### src/design/alrle_pkg.sv
package alrle_pkg;

  localparam int RUN_W    = 5;
  localparam int TOTAL_W  = 6;
  localparam int LEVEL_W  = 3;
  localparam int OFFSET_W = 18;
  localparam int RGB_W    = 16;

  localparam logic [7:0] ALPHA_LEVEL1_MIN = 8'd32;
  localparam logic [7:0] ALPHA_LEVEL1_MAX = 8'd95;
  localparam logic [7:0] ALPHA_LEVEL2_MAX = 8'd159;
  localparam logic [7:0] ALPHA_LEVEL3_MAX = 8'd223;
  localparam logic [7:0] ALPHA_LEVEL0_MAX = 8'd31;

  localparam int LEVEL_SHIFT = 13;
  localparam int RED_POS     = 11;
  localparam int GREEN_POS   = 5;

  localparam logic [1:0] REG_ROW_WIDTH  = 2'd0;
  localparam logic [1:0] REG_KEY_ENABLE = 2'd1;
  localparam logic [1:0] REG_KEY_COLOUR = 2'd2;

  localparam logic [15:0] ROW_WIDTH_RESET = 16'd320;

  typedef struct packed {
    logic [15:0]      row_width;
    logic             key_enable;
    logic [RGB_W-1:0] key_colour;
    logic             restart;
    logic [15:0]      new_width;
  } cfg_t;

  typedef struct packed {
    logic [LEVEL_W-1:0] level;
    logic [RUN_W-1:0]   len;
  } run_entry_t;

  typedef struct packed {
    logic                bank;
    logic [RUN_W-1:0]    runs;
    logic [TOTAL_W-1:0]  total;
    logic [OFFSET_W-1:0] offset;
  } desc_t;

  typedef struct packed {
    logic valid;
    logic bank;
  } release_t;

  typedef enum logic [2:0] {
    BK_IDLE,
    BK_COUNT,
    BK_HEADER,
    BK_WAIT,
    BK_COLOUR
  } back_state_t;

  typedef enum logic [1:0] {
    WK_COUNT,
    WK_HEADER,
    WK_COLOUR
  } word_kind_t;

  function automatic logic [RGB_W-1:0] rgb565(input logic [31:0] abgr);
    logic [RGB_W-1:0] r;
    logic [RGB_W-1:0] g;
    logic [RGB_W-1:0] b;
    r = RGB_W'(abgr[7:3]);
    g = RGB_W'(abgr[15:10]);
    b = RGB_W'(abgr[23:19]);
    rgb565 = (r << RED_POS) | (g << GREEN_POS) | b;
  endfunction

  function automatic logic [LEVEL_W-1:0] alpha_level(input logic [7:0] a);
    priority if (a <= ALPHA_LEVEL0_MAX) alpha_level = LEVEL_W'(0);
    else if (a <= ALPHA_LEVEL1_MAX)      alpha_level = LEVEL_W'(1);
    else if (a <= ALPHA_LEVEL2_MAX)      alpha_level = LEVEL_W'(2);
    else if (a <= ALPHA_LEVEL3_MAX)      alpha_level = LEVEL_W'(3);
    else                                 alpha_level = LEVEL_W'(4);
  endfunction

endpackage

### src/design/alrle_if.sv
interface alrle_pixel_if;
  logic        valid;
  logic        ready;
  logic [31:0] pixel_abgr;

  modport source(output valid, output pixel_abgr, input ready);
  modport sink(input valid, input pixel_abgr, output ready);
endinterface

interface alrle_word_if;
  logic        valid;
  logic        ready;
  logic [15:0] code_word;
  logic [17:0] segment_offset;
  logic [31:0] coloured_total;
  logic        segment_last;

  modport source(output valid, output code_word, output segment_offset,
                 output coloured_total, output segment_last, input ready);
  modport sink(input valid, input code_word, input segment_offset,
               input coloured_total, input segment_last, output ready);
endinterface

### src/design/alrle_ram.sv
module alrle_ram #(
  parameter int WIDTH = 16,
  parameter int DEPTH = 32,
  parameter int AW    = (DEPTH > 1) ? $clog2(DEPTH) : 1
) (
  input  logic             clk,
  input  logic             we,
  input  logic [AW-1:0]    waddr,
  input  logic [WIDTH-1:0] wdata,
  input  logic             re,
  input  logic [AW-1:0]    raddr,
  output logic [WIDTH-1:0] rdata
);

  logic [WIDTH-1:0] mem [DEPTH];

  always_ff @(posedge clk) begin
    if (we) begin
      mem[waddr] <= wdata;
    end
    if (re) begin
      rdata <= mem[raddr];
    end
  end

endmodule

### src/design/alrle_front.sv
module alrle_front #(
  parameter int SEGMENT_WIDTH = 16,
  parameter int AW = $clog2(2 * SEGMENT_WIDTH)
) (
  input  logic                      clk,
  input  logic                      rst,
  alrle_pixel_if.sink               pixels,
  input  alrle_pkg::cfg_t           cfg,
  input  alrle_pkg::release_t       rel,
  output alrle_pkg::desc_t          desc,
  output logic                      desc_push,
  output logic                      pix_we,
  output logic [AW-1:0]             pix_waddr,
  output logic [alrle_pkg::RGB_W-1:0] pix_wdata,
  output logic                      run_we,
  output logic [AW-1:0]             run_waddr,
  output alrle_pkg::run_entry_t     run_wdata
);

  localparam int FW = $clog2(SEGMENT_WIDTH + 1);
  localparam int IW = (SEGMENT_WIDTH > 1) ? $clog2(SEGMENT_WIDTH) : 1;
  localparam int RECIP_SHIFT = 22;
  localparam logic [22:0] RECIP =
    23'((2 ** RECIP_SHIFT + SEGMENT_WIDTH - 1) / SEGMENT_WIDTH);

  // ceil(width / SEGMENT_WIDTH) by reciprocal multiply, exact for 17-bit dividends
  function automatic logic [15:0] col_count_of(input logic [15:0] w);
    logic [16:0] x;
    logic [39:0] prod;
    x = ((w == 16'd0) ? 17'd1 : {1'b0, w}) + 17'(SEGMENT_WIDTH - 1);
    prod = x * RECIP;
    col_count_of = prod[RECIP_SHIFT+15:RECIP_SHIFT];
  endfunction

  function automatic logic [AW-1:0] bank_addr(input logic bank, input logic [IW-1:0] idx);
    bank_addr = bank ? (AW'(SEGMENT_WIDTH) + AW'(idx)) : AW'(idx);
  endfunction

  logic [FW-1:0]                     fill;
  logic [alrle_pkg::RUN_W-1:0]       runs;
  logic [alrle_pkg::RUN_W-1:0]       ncol;
  logic [alrle_pkg::RUN_W-1:0]       cur_len;
  logic [alrle_pkg::LEVEL_W-1:0]     prev_level;
  logic [15:0]                       row_pos;
  logic [alrle_pkg::OFFSET_W-1:0]    row_acc;
  logic [15:0]                       col_count;
  logic                              wbank;
  logic [1:0]                        busy;
  logic [1:0]                        busy_next;

  logic [alrle_pkg::RGB_W-1:0]       rgb;
  logic                              keyed;
  logic [alrle_pkg::LEVEL_W-1:0]     level;
  logic                              accept;
  logic                              first;
  logic                              new_run;
  logic [alrle_pkg::RUN_W-1:0]       run_slot;
  logic [alrle_pkg::RUN_W-1:0]       runs_next;
  logic [alrle_pkg::RUN_W-1:0]       len_next;
  logic [alrle_pkg::RUN_W-1:0]       ncol_next;
  logic [FW-1:0]                     fill_next;
  logic [16:0]                       pos_next;
  logic [16:0]                       eff_width;
  logic                              row_end;
  logic                              close;
  logic [alrle_pkg::TOTAL_W-1:0]     total;

  assign pixels.ready = !busy[wbank];
  assign accept = pixels.valid && pixels.ready;

  always_comb begin
    rgb   = alrle_pkg::rgb565(pixels.pixel_abgr);
    keyed = cfg.key_enable && (rgb == cfg.key_colour);
    level = keyed ? '0 : alrle_pkg::alpha_level(pixels.pixel_abgr[31:24]);
    first = (fill == '0);
    new_run = first || (level != prev_level);
    if (first) begin
      run_slot = '0;
    end else if (new_run) begin
      run_slot = runs;
    end else begin
      run_slot = runs - 1'b1;
    end
    runs_next = run_slot + 1'b1;
    len_next  = new_run ? alrle_pkg::RUN_W'(1) : cur_len + 1'b1;
    ncol_next = (first ? '0 : ncol) + alrle_pkg::RUN_W'(level != '0);
    fill_next = fill + 1'b1;
    pos_next  = {1'b0, row_pos} + 17'd1;
    eff_width = (cfg.row_width == 16'd0) ? 17'd1 : {1'b0, cfg.row_width};
    row_end   = (pos_next >= eff_width);
    close     = accept && ((fill_next == FW'(SEGMENT_WIDTH)) || row_end);
    total     = alrle_pkg::TOTAL_W'(1) + alrle_pkg::TOTAL_W'(runs_next)
              + alrle_pkg::TOTAL_W'(ncol_next);
  end

  always_comb begin
    pix_we          = accept;
    pix_waddr       = bank_addr(wbank, fill[IW-1:0]);
    pix_wdata       = keyed ? '0 : rgb;
    run_we          = accept;
    run_waddr       = bank_addr(wbank, run_slot[IW-1:0]);
    run_wdata.level = level;
    run_wdata.len   = len_next;
    desc_push       = close;
    desc.bank       = wbank;
    desc.runs       = runs_next;
    desc.total      = total;
    desc.offset     = alrle_pkg::OFFSET_W'(col_count) + row_acc;
  end

  always_comb begin
    busy_next = busy;
    if (rel.valid) begin
      busy_next[rel.bank] = 1'b0;
    end
    if (close) begin
      busy_next[wbank] = 1'b1;
    end
  end

  always_ff @(posedge clk) begin
    if (rst) begin
      fill      <= '0;
      runs      <= '0;
      ncol      <= '0;
      row_pos   <= '0;
      row_acc   <= '0;
      col_count <= col_count_of(alrle_pkg::ROW_WIDTH_RESET);
      wbank     <= 1'b0;
      busy      <= '0;
    end else begin
      busy <= busy_next;
      if (cfg.restart) begin
        // restart the row: drop a partly gathered segment
        fill      <= '0;
        row_pos   <= '0;
        row_acc   <= '0;
        col_count <= col_count_of(cfg.new_width);
      end else if (accept) begin
        runs <= runs_next;
        ncol <= ncol_next;
        if (close) begin
          fill  <= '0;
          wbank <= !wbank;
          if (row_end) begin
            row_pos <= '0;
            row_acc <= '0;
          end else begin
            row_pos <= pos_next[15:0];
            row_acc <= row_acc + alrle_pkg::OFFSET_W'(total);
          end
        end else begin
          fill    <= fill_next;
          row_pos <= pos_next[15:0];
        end
      end
    end
  end

  always_ff @(posedge clk) begin
    if (accept) begin
      prev_level <= level;
      cur_len    <= len_next;
    end
  end

endmodule

### src/design/alrle_desc_queue.sv
module alrle_desc_queue (
  input  logic             clk,
  input  logic             rst,
  input  logic             push,
  input  alrle_pkg::desc_t din,
  input  logic             pop,
  output alrle_pkg::desc_t dout,
  output logic             empty
);

  alrle_pkg::desc_t entry [2];
  logic             wptr;
  logic             rptr;
  logic [1:0]       count;

  assign dout  = entry[rptr];
  assign empty = (count == 2'd0);

  always_ff @(posedge clk) begin
    if (rst) begin
      wptr  <= 1'b0;
      rptr  <= 1'b0;
      count <= 2'd0;
    end else begin
      if (push) begin
        wptr <= !wptr;
      end
      if (pop) begin
        rptr <= !rptr;
      end
      count <= count + 2'(push) - 2'(pop);
    end
  end

  always_ff @(posedge clk) begin
    if (push) begin
      entry[wptr] <= din;
    end
  end

endmodule

### src/design/alrle_back.sv
module alrle_back #(
  parameter int SEGMENT_WIDTH = 16,
  parameter int AW = $clog2(2 * SEGMENT_WIDTH)
) (
  input  logic                        clk,
  input  logic                        rst,
  input  alrle_pkg::desc_t            desc,
  input  logic                        desc_empty,
  output logic                        desc_pop,
  output alrle_pkg::release_t         rel,
  output logic                        rd_en,
  output logic [AW-1:0]               pix_raddr,
  output logic [AW-1:0]               run_raddr,
  input  logic [alrle_pkg::RGB_W-1:0] pix_rdata,
  input  alrle_pkg::run_entry_t       run_rdata,
  alrle_word_if.source                words
);

  localparam int IW = (SEGMENT_WIDTH > 1) ? $clog2(SEGMENT_WIDTH) : 1;

  function automatic logic [AW-1:0] bank_addr(input logic bank, input logic [IW-1:0] idx);
    bank_addr = bank ? (AW'(SEGMENT_WIDTH) + AW'(idx)) : AW'(idx);
  endfunction

  alrle_pkg::back_state_t st, st_next;

  logic                             bank, bank_next;
  logic [alrle_pkg::RUN_W-1:0]      run_count, run_count_next;
  logic [alrle_pkg::RUN_W-1:0]      runs_left, runs_left_next;
  logic [alrle_pkg::TOTAL_W-1:0]    words_left, words_left_next;
  logic [IW-1:0]                    pix_idx, pix_idx_next;
  logic [IW-1:0]                    run_idx, run_idx_next;
  logic [alrle_pkg::RUN_W-1:0]      col_left, col_left_next;
  logic [alrle_pkg::OFFSET_W-1:0]   offset, offset_next;
  logic [31:0]                      count, count_next;

  logic                             issue;
  alrle_pkg::word_kind_t            issue_kind;
  logic [31:0]                      issue_total;
  logic                             slot_free;

  logic                             b_valid;
  alrle_pkg::word_kind_t            b_kind;
  logic                             b_last;
  logic [alrle_pkg::OFFSET_W-1:0]   b_offset;
  logic [31:0]                      b_total;
  logic [alrle_pkg::RUN_W-1:0]      b_imm;
  logic [15:0]                      b_word;

  logic                             c_valid;
  logic                             c_load;

  assign c_load    = b_valid && (!c_valid || words.ready);
  assign slot_free = !b_valid || c_load;

  always_comb begin
    st_next         = st;
    bank_next       = bank;
    run_count_next  = run_count;
    runs_left_next  = runs_left;
    words_left_next = words_left;
    pix_idx_next    = pix_idx;
    run_idx_next    = run_idx;
    col_left_next   = col_left;
    offset_next     = offset;
    count_next      = count;
    issue           = 1'b0;
    issue_kind      = alrle_pkg::WK_COUNT;
    issue_total     = count;
    desc_pop        = 1'b0;
    rel.valid       = 1'b0;
    rel.bank        = bank;
    unique case (st)
      alrle_pkg::BK_IDLE: begin
        if (!desc_empty) begin
          desc_pop        = 1'b1;
          bank_next       = desc.bank;
          run_count_next  = desc.runs;
          runs_left_next  = desc.runs;
          words_left_next = desc.total;
          offset_next     = desc.offset;
          pix_idx_next    = '0;
          run_idx_next    = '0;
          st_next         = alrle_pkg::BK_COUNT;
        end
      end
      alrle_pkg::BK_COUNT: begin
        if (slot_free) begin
          issue           = 1'b1;
          issue_kind      = alrle_pkg::WK_COUNT;
          words_left_next = words_left - 1'b1;
          st_next         = alrle_pkg::BK_HEADER;
        end
      end
      alrle_pkg::BK_HEADER: begin
        if (slot_free) begin
          issue           = 1'b1;
          issue_kind      = alrle_pkg::WK_HEADER;
          words_left_next = words_left - 1'b1;
          runs_left_next  = runs_left - 1'b1;
          run_idx_next    = run_idx + 1'b1;
          st_next         = alrle_pkg::BK_WAIT;
        end
      end
      alrle_pkg::BK_WAIT: begin
        // header entry sits in the read register; decide on its colours
        if (run_rdata.level != '0) begin
          col_left_next = run_rdata.len;
          st_next       = alrle_pkg::BK_COLOUR;
        end else begin
          pix_idx_next = pix_idx + IW'(run_rdata.len);
          if (runs_left == '0) begin
            rel.valid = 1'b1;
            st_next   = alrle_pkg::BK_IDLE;
          end else begin
            st_next = alrle_pkg::BK_HEADER;
          end
        end
      end
      alrle_pkg::BK_COLOUR: begin
        if (slot_free) begin
          issue           = 1'b1;
          issue_kind      = alrle_pkg::WK_COLOUR;
          count_next      = (count == '1) ? count : count + 32'd1;
          issue_total     = count_next;
          words_left_next = words_left - 1'b1;
          pix_idx_next    = pix_idx + 1'b1;
          col_left_next   = col_left - 1'b1;
          if (col_left == alrle_pkg::RUN_W'(1)) begin
            if (runs_left == '0) begin
              rel.valid = 1'b1;
              st_next   = alrle_pkg::BK_IDLE;
            end else begin
              st_next = alrle_pkg::BK_HEADER;
            end
          end
        end
      end
      default: begin
        st_next = alrle_pkg::BK_IDLE;
      end
    endcase
  end

  assign rd_en     = issue;
  assign pix_raddr = bank_addr(bank, pix_idx);
  assign run_raddr = bank_addr(bank, run_idx);

  always_comb begin
    unique case (b_kind)
      alrle_pkg::WK_COUNT:  b_word = 16'(b_imm);
      alrle_pkg::WK_HEADER: b_word = (16'(run_rdata.level) << alrle_pkg::LEVEL_SHIFT)
                                   | 16'(run_rdata.len);
      alrle_pkg::WK_COLOUR: b_word = pix_rdata;
      default:              b_word = '0;
    endcase
  end

  always_ff @(posedge clk) begin
    if (rst) begin
      st      <= alrle_pkg::BK_IDLE;
      count   <= '0;
      b_valid <= 1'b0;
      c_valid <= 1'b0;
    end else begin
      st    <= st_next;
      count <= count_next;
      if (issue) begin
        b_valid <= 1'b1;
      end else if (c_load) begin
        b_valid <= 1'b0;
      end
      if (c_load) begin
        c_valid <= 1'b1;
      end else if (words.ready) begin
        c_valid <= 1'b0;
      end
    end
  end

  always_ff @(posedge clk) begin
    bank       <= bank_next;
    run_count  <= run_count_next;
    runs_left  <= runs_left_next;
    words_left <= words_left_next;
    pix_idx    <= pix_idx_next;
    run_idx    <= run_idx_next;
    col_left   <= col_left_next;
    offset     <= offset_next;
    if (issue) begin
      b_kind   <= issue_kind;
      b_last   <= (words_left == alrle_pkg::TOTAL_W'(1));
      b_offset <= offset;
      b_total  <= issue_total;
      b_imm    <= run_count;
    end
    if (c_load) begin
      words.code_word      <= b_word;
      words.segment_offset <= b_offset;
      words.coloured_total <= b_total;
      words.segment_last   <= b_last;
    end
  end

  assign words.valid = c_valid;

endmodule

### src/design/alpha_level_run_length_encoder_top.sv
// Intake: one pixel per cycle while the segment bank being filled is not busy.
// Output: a segment with r runs and c coloured pixels gives 1 + r + c words; the back
// end also spends a descriptor fetch state and a read-wait state per run header.
// A segment's first word passes the descriptor queue, BK_COUNT, then registers b and c.
// Reset (rst, synchronous): row_width 320, keying off, empty queue, count zero;
// segment banks are not cleared.
module alpha_level_run_length_encoder_top #(
  parameter int SEGMENT_WIDTH = 16
) (
  input  logic         clk,
  input  logic         rst,
  alrle_pixel_if.sink  pixels,
  alrle_word_if.source words,
  input  logic         psel,
  input  logic         penable,
  input  logic         pwrite,
  input  logic [3:0]   paddr,
  input  logic [31:0]  pwdata,
  output logic [31:0]  prdata,
  output logic         pready
);

  localparam int DEPTH = 2 * SEGMENT_WIDTH;
  localparam int AW    = (DEPTH > 1) ? $clog2(DEPTH) : 1;

  logic [15:0]                 row_width;
  logic                        key_enable;
  logic [alrle_pkg::RGB_W-1:0] key_colour;
  logic                        cfg_write;
  logic [1:0]                  cfg_sel;
  alrle_pkg::cfg_t             cfg;

  alrle_pkg::desc_t            desc_in;
  alrle_pkg::desc_t            desc_out;
  logic                        desc_push;
  logic                        desc_pop;
  logic                        desc_empty;
  alrle_pkg::release_t         rel;

  logic                        pix_we;
  logic [AW-1:0]               pix_waddr;
  logic [alrle_pkg::RGB_W-1:0] pix_wdata;
  logic                        run_we;
  logic [AW-1:0]               run_waddr;
  alrle_pkg::run_entry_t       run_wdata;
  logic                        rd_en;
  logic [AW-1:0]               pix_raddr;
  logic [AW-1:0]               run_raddr;
  logic [alrle_pkg::RGB_W-1:0] pix_rdata;
  alrle_pkg::run_entry_t       run_rdata;

  assign pready    = 1'b1;
  assign cfg_write = psel && penable && pwrite;
  assign cfg_sel   = paddr[3:2];

  always_ff @(posedge clk) begin
    if (rst) begin
      row_width  <= alrle_pkg::ROW_WIDTH_RESET;
      key_enable <= 1'b0;
      key_colour <= '0;
    end else if (cfg_write) begin
      unique case (cfg_sel)
        alrle_pkg::REG_ROW_WIDTH:  row_width  <= pwdata[15:0];
        alrle_pkg::REG_KEY_ENABLE: key_enable <= pwdata[0];
        alrle_pkg::REG_KEY_COLOUR: key_colour <= pwdata[15:0];
        default: ;
      endcase
    end
  end

  always_comb begin
    unique case (cfg_sel)
      alrle_pkg::REG_ROW_WIDTH:  prdata = {16'd0, row_width};
      alrle_pkg::REG_KEY_ENABLE: prdata = {31'd0, key_enable};
      alrle_pkg::REG_KEY_COLOUR: prdata = {16'd0, key_colour};
      default:                   prdata = '0;
    endcase
  end

  always_comb begin
    cfg.row_width  = row_width;
    cfg.key_enable = key_enable;
    cfg.key_colour = key_colour;
    cfg.restart    = cfg_write && (cfg_sel == alrle_pkg::REG_ROW_WIDTH);
    cfg.new_width  = pwdata[15:0];
  end

  alrle_front #(
    .SEGMENT_WIDTH(SEGMENT_WIDTH),
    .AW(AW)
  ) u_front (
    .clk(clk),
    .rst(rst),
    .pixels(pixels),
    .cfg(cfg),
    .rel(rel),
    .desc(desc_in),
    .desc_push(desc_push),
    .pix_we(pix_we),
    .pix_waddr(pix_waddr),
    .pix_wdata(pix_wdata),
    .run_we(run_we),
    .run_waddr(run_waddr),
    .run_wdata(run_wdata)
  );

  alrle_desc_queue u_queue (
    .clk(clk),
    .rst(rst),
    .push(desc_push),
    .din(desc_in),
    .pop(desc_pop),
    .dout(desc_out),
    .empty(desc_empty)
  );

  alrle_ram #(
    .WIDTH(alrle_pkg::RGB_W),
    .DEPTH(DEPTH),
    .AW(AW)
  ) u_pix_ram (
    .clk(clk),
    .we(pix_we),
    .waddr(pix_waddr),
    .wdata(pix_wdata),
    .re(rd_en),
    .raddr(pix_raddr),
    .rdata(pix_rdata)
  );

  alrle_ram #(
    .WIDTH($bits(alrle_pkg::run_entry_t)),
    .DEPTH(DEPTH),
    .AW(AW)
  ) u_run_ram (
    .clk(clk),
    .we(run_we),
    .waddr(run_waddr),
    .wdata(run_wdata),
    .re(rd_en),
    .raddr(run_raddr),
    .rdata(run_rdata)
  );

  alrle_back #(
    .SEGMENT_WIDTH(SEGMENT_WIDTH),
    .AW(AW)
  ) u_back (
    .clk(clk),
    .rst(rst),
    .desc(desc_out),
    .desc_empty(desc_empty),
    .desc_pop(desc_pop),
    .rel(rel),
    .rd_en(rd_en),
    .pix_raddr(pix_raddr),
    .run_raddr(run_raddr),
    .pix_rdata(pix_rdata),
    .run_rdata(run_rdata),
    .words(words)
  );

endmodule

### src/flat_wrapper.sv
// flat-port wrapper written by rule: the top's interface ports become plain ports
module alpha_level_run_length_encoder_top_flat 
#(
  parameter int SEGMENT_WIDTH = 16
)
  (clk, rst, psel, penable, pwrite, paddr, pwdata, prdata, pready, pixels_valid, pixels_pixel_abgr, pixels_ready, words_valid, words_code_word, words_segment_offset, words_coloured_total, words_segment_last, words_ready);
  alrle_pixel_if pixels_i ();
  alrle_word_if words_i ();
  input  logic clk;
  input  logic rst;
  input  logic psel;
  input  logic penable;
  input  logic pwrite;
  input  logic [3:0] paddr;
  input  logic [31:0] pwdata;
  output logic [31:0] prdata;
  output logic pready;
  input wire logic [$bits(pixels_i.valid)-1:0] pixels_valid;
  input wire logic [$bits(pixels_i.pixel_abgr)-1:0] pixels_pixel_abgr;
  output wire logic [$bits(pixels_i.ready)-1:0] pixels_ready;
  output wire logic [$bits(words_i.valid)-1:0] words_valid;
  output wire logic [$bits(words_i.code_word)-1:0] words_code_word;
  output wire logic [$bits(words_i.segment_offset)-1:0] words_segment_offset;
  output wire logic [$bits(words_i.coloured_total)-1:0] words_coloured_total;
  output wire logic [$bits(words_i.segment_last)-1:0] words_segment_last;
  input wire logic [$bits(words_i.ready)-1:0] words_ready;
  assign pixels_i.valid = pixels_valid;
  assign pixels_i.pixel_abgr = pixels_pixel_abgr;
  assign pixels_ready = pixels_i.ready;
  assign words_valid = words_i.valid;
  assign words_code_word = words_i.code_word;
  assign words_segment_offset = words_i.segment_offset;
  assign words_coloured_total = words_i.coloured_total;
  assign words_segment_last = words_i.segment_last;
  assign words_i.ready = words_ready;
  alpha_level_run_length_encoder_top #(.SEGMENT_WIDTH(SEGMENT_WIDTH)) u_core (.clk(clk), .rst(rst), .pixels(pixels_i), .words(words_i), .psel(psel), .penable(penable), .pwrite(pwrite), .paddr(paddr), .pwdata(pwdata), .prdata(prdata), .pready(pready));
endmodule
### config.mk
export PLATFORM = sky130hd
export DESIGN_NAME = alpha_level_run_length_encoder_top_flat
export DESIGN_NICKNAME = d
export VERILOG_FILES = /design/src/design/alrle_pkg.sv /design/src/design/alrle_if.sv /design/src/design/alrle_ram.sv /design/src/design/alrle_front.sv /design/src/design/alrle_desc_queue.sv /design/src/design/alrle_back.sv /design/src/design/alpha_level_run_length_encoder_top.sv /design/src/flat_wrapper.sv
export SDC_FILE = /design/constraint.sdc
export NUM_CORES = 1
export LEC_CHECK = 0
export ABC_AREA = 1
export ABC_CLOCK_PERIOD_IN_PS = 6300
export BUFFER_PORTS_ARGS = -buffer_cell sky130_fd_sc_hd__clkbuf_2
export CAP_MARGIN = 5
export CORE_ASPECT_RATIO = 0.6
export CORE_MARGIN = 10
export CORE_UTILIZATION = 50
export CTS_CLUSTER_DIAMETER = 150
export DETAILED_ROUTE_END_ITERATION = 10
export PLACE_DENSITY = 0.67
export SETUP_SLACK_MARGIN = 0.5
export SLEW_MARGIN = 5
export SYNTH_ARGS = -nofsm -noshare
export SYNTH_HDL_FRONTEND = slang
export SYNTH_SLANG_ARGS = --single-unit
### constraint.sdc
create_clock -name clk -period 6.3 [get_ports clk]
set_input_delay 0 -clock clk [delete_from_list [all_inputs] [get_ports clk]]
set_output_delay 0 -clock clk [all_outputs]
set_load 0.03 [all_outputs]
==> metrics.txt <==
synth-to-layout area growth=12.1%; # rows=88; I/O Pins=177; sw power=7.73 mW; most frequent cell after synthesis=edfxtp_1; TritonCTS Sinks=1173; period utilization=86.2%; Flop pwr share=43.2%; Post-CTS Repair Setup Buffers=0; # Max-Cap Violations=0; vias per inst=5.79; async set or reset register ratio after synthesis=0%; delay-heaviest family, CP=simple AND/OR/NAND/NOR gates; critical path's largest stage delay=0.42 ns; Yosys warnings=0; Unique masters post-synth=61; Netlist Area Pre-Place=48500 um2; vias=32300; Antenna Violating Nets Remaining=0; type of the most critical hold path=primary input to flop; Yosys top cell area share=64.0%; Fmax=184 MHz; Final GP Congestion=0.895; Synth top cells by count=edfxtp_1, nor2_1, o21ai_0, nand2_1, inv_1; Gate Count Post-Synth=4047; worst path required time=6.93 ns; critical path's most frequent cell=nand2_1; Die Wd=422 um; Fin. Hold Viols=0; area leader, netlist=edfxtp_1; global-route wire length before repair=190000 um; Seq/Total Area, Yosys=69.8%; Synth Register Bits=1173; hpwl dp=79400 um; CTS tree=done; worst endpoint data arrival time=6.07 ns; min Tclk post-route=5.43 ns; cts bufs inserted=103; PortBufs=128; layout cells sized above 1=10.8%; die area=110000 um2; clock transition at the registers of the reported paths=0.07 ns; Power Density=408 nW/um2; maximum VDD drop=0.000460 V; Detailed Route WL=128000 um; DRT iter0 DRCs=3998; initial antenna violation count=5; Post-synth EDFFs=1033; Die Y=261 um; internal power=14.5 mW; post-DR wirelength/cell=22.9 um; Skew-Pair Late Insertion Delay=0.71 ns; P_leak=18.9 nW; Crit Path Category=flop to flop; nets@finish=4331; Max Clock Skew=0.0215 ns; TritonRoute pass-1 iters=5; Core Area=96100 um2; crit path capture type=flop; Slowest cell on crit path=ha_1; vias in the first global route=29800; fin. max-slew vios=0; setup_tns=0 ns; setup violators final=0; fill count=7819; largest net degree at the start of global routing=198; clk buf depth=3; status=finished, final reports clean; residual DRC count=0; logic gate share of total power=27.7%; Synth Area per Inst=12.0 um2; Synth area leaders=edfxtp_1, dfxtp_1, nor2_1; CP max FO=8; total gr overflow=0; Hold WS=0.0499 ns; unrepaired setup endpoints after global routing=false; Post-synth top flop=edfxtp_1; CTS HTree Levels=3; GRT Util Overall=22.4%; CP bufs+invs=4; root buf cell=clkbuf_16; Initial Util=50.4%; Worst-Margin Slew=1.37 ns; Worst Setup Start Kind=flop; Net Sw Frac=34.8%; clock share of power=29.1%; Max transition margin=7.88%
## registers in the layout, summed over array words and instances, names as in the netlist, 6 cells and up, named ones only
register and flops:
u_core.u_front.row_pos 16, u_core.u_back.b_total 32, u_core.u_back.offset 18, u_core.u_pix_ram.rdata 16, u_core.u_back.count 32, u_core.u_pix_ram.mem 512
u_core.u_run_ram.mem 256, u_core.row_width 16, u_core.u_back.words.code_word 16, u_core.u_run_ram.rdata 8, u_core.key_colour 16, u_core.u_front.row_acc 18
u_core.u_front.col_count 13, u_core.u_back.words.coloured_total 32, u_core.u_queue.entry 60, u_core.u_back.words_left 6, u_core.u_back.b_offset 18, u_core.u_back.words.segment_offset 18
## cells in the final DEF, fill, tap and decap left out, drive strengths merged, types with 32 or more instances in the layout
master / instances
a21oi: 116
a31oi: 32
buf: 81
clkbuf: 256
clkinv: 48
dfxtp: 140
dlygate4sd3: 32
edfxtp: 1033
ha: 64
inv: 277
nand2: 402
nand3: 151
nor2: 666
nor3: 36
o21ai: 486
o221ai: 155
o22ai: 61
xor2: 57
## stage by stage
step / cell area (um2) / setup WS, ns / power (mW) / util, % / instances
finish: 54400 / 0.869 / 22.2 / 56.6 / 5580
detailed placement: 50600 / 0.607 / 15.8 / 52.6 / 5354
CTS: 54300 / 0.538 / 22.2 / 56.5 / 5576
global placement: 50600 / 0.830 / 15.7 / 52.6 / 5354
floorplan: 48500 / 1.84 / 13.5 / - / 4062
global route: 54400 / 0.519 / 23.2 / 56.5 / 5578
## worst paths after layout
path / cells past startpoint / startpoint / slack, ns / end
min reg2reg: 0 / u_core.u_back.offset[9] / 0.42 / u_core.u_back.b_offset[9]
max: 30 / u_core.key_colour[15] / 0.87 / u_core.u_front.row_acc[15]
min: 5 / pixels_pixel_abgr[30] / 0.05 / u_core.u_front.prev_level[2]
max reg2reg: 30 / u_core.key_colour[15] / 0.87 / u_core.u_front.row_acc[15]
## area by class of cell
cell class / count / area (um2) / share of cell area (%)
diodes: 2 / 5.00 / 0.00921
clock buffers: 128 / 2800 / 5.14
clock inverters: 62 / 609 / 1.12
inverters: 278 / 1060 / 1.95
multi-input cells: 2391 / 12800 / 23.6
flip-flops and latches: 1173 / 33800 / 62.2
well taps: 1305 / 1630 / 3.00
repair buffers: 241 / 1590 / 2.93
## tightest hold or removal path, stage by stage
cell      delay [ns]
clkbuf_2        0.09
nand2_1         0.15
nor2_1          0.15
nand2_2         0.12
inv_1           0.06
## metal layers
metal	global-route usage, %	up-vias	wire length [um]
li1	-	14900	-
met5	0	-	56
met3	6.79	162	15100
met4	4.44	6	2080
met1	34.5	15700	58300
met2	30.9	1558	52400
## power groups by stage
stage                     clock, mW  combinational, mW  sequential [mW]
after CTS                      6.54               6.05             9.59
final                          6.45               6.14             9.59
after global routing           6.85               6.66             9.64
after detailed placement          0               6.01             9.75
after floorplan                   0               3.58             9.96
after global placement            0               5.92             9.74
## timing repair
action | in CTS | in global routing
hold endpoints to repair | 199 | 0
endpoints found under the setup margin | 0 | 10
resized for setup | 0 | 8
hold buffers | 32 | 0
## logic make-up after synthesis
family | Yosys count | synth area share, %
flip-flops | 1173 | 69.8
AO/OA/AOI/OAI | 914 | 11.3
XOR/XNOR | 87 | 1.57
AND/OR/NAND/NOR | 1300 | 11.4
other | 2 | 0.0155
adder cells (fa/ha/maj) | 68 | 1.82
buffers and inverters | 500 | 4.07
multiplexers | 3 | 0.0645
Power figures use the tool's default switching activity.
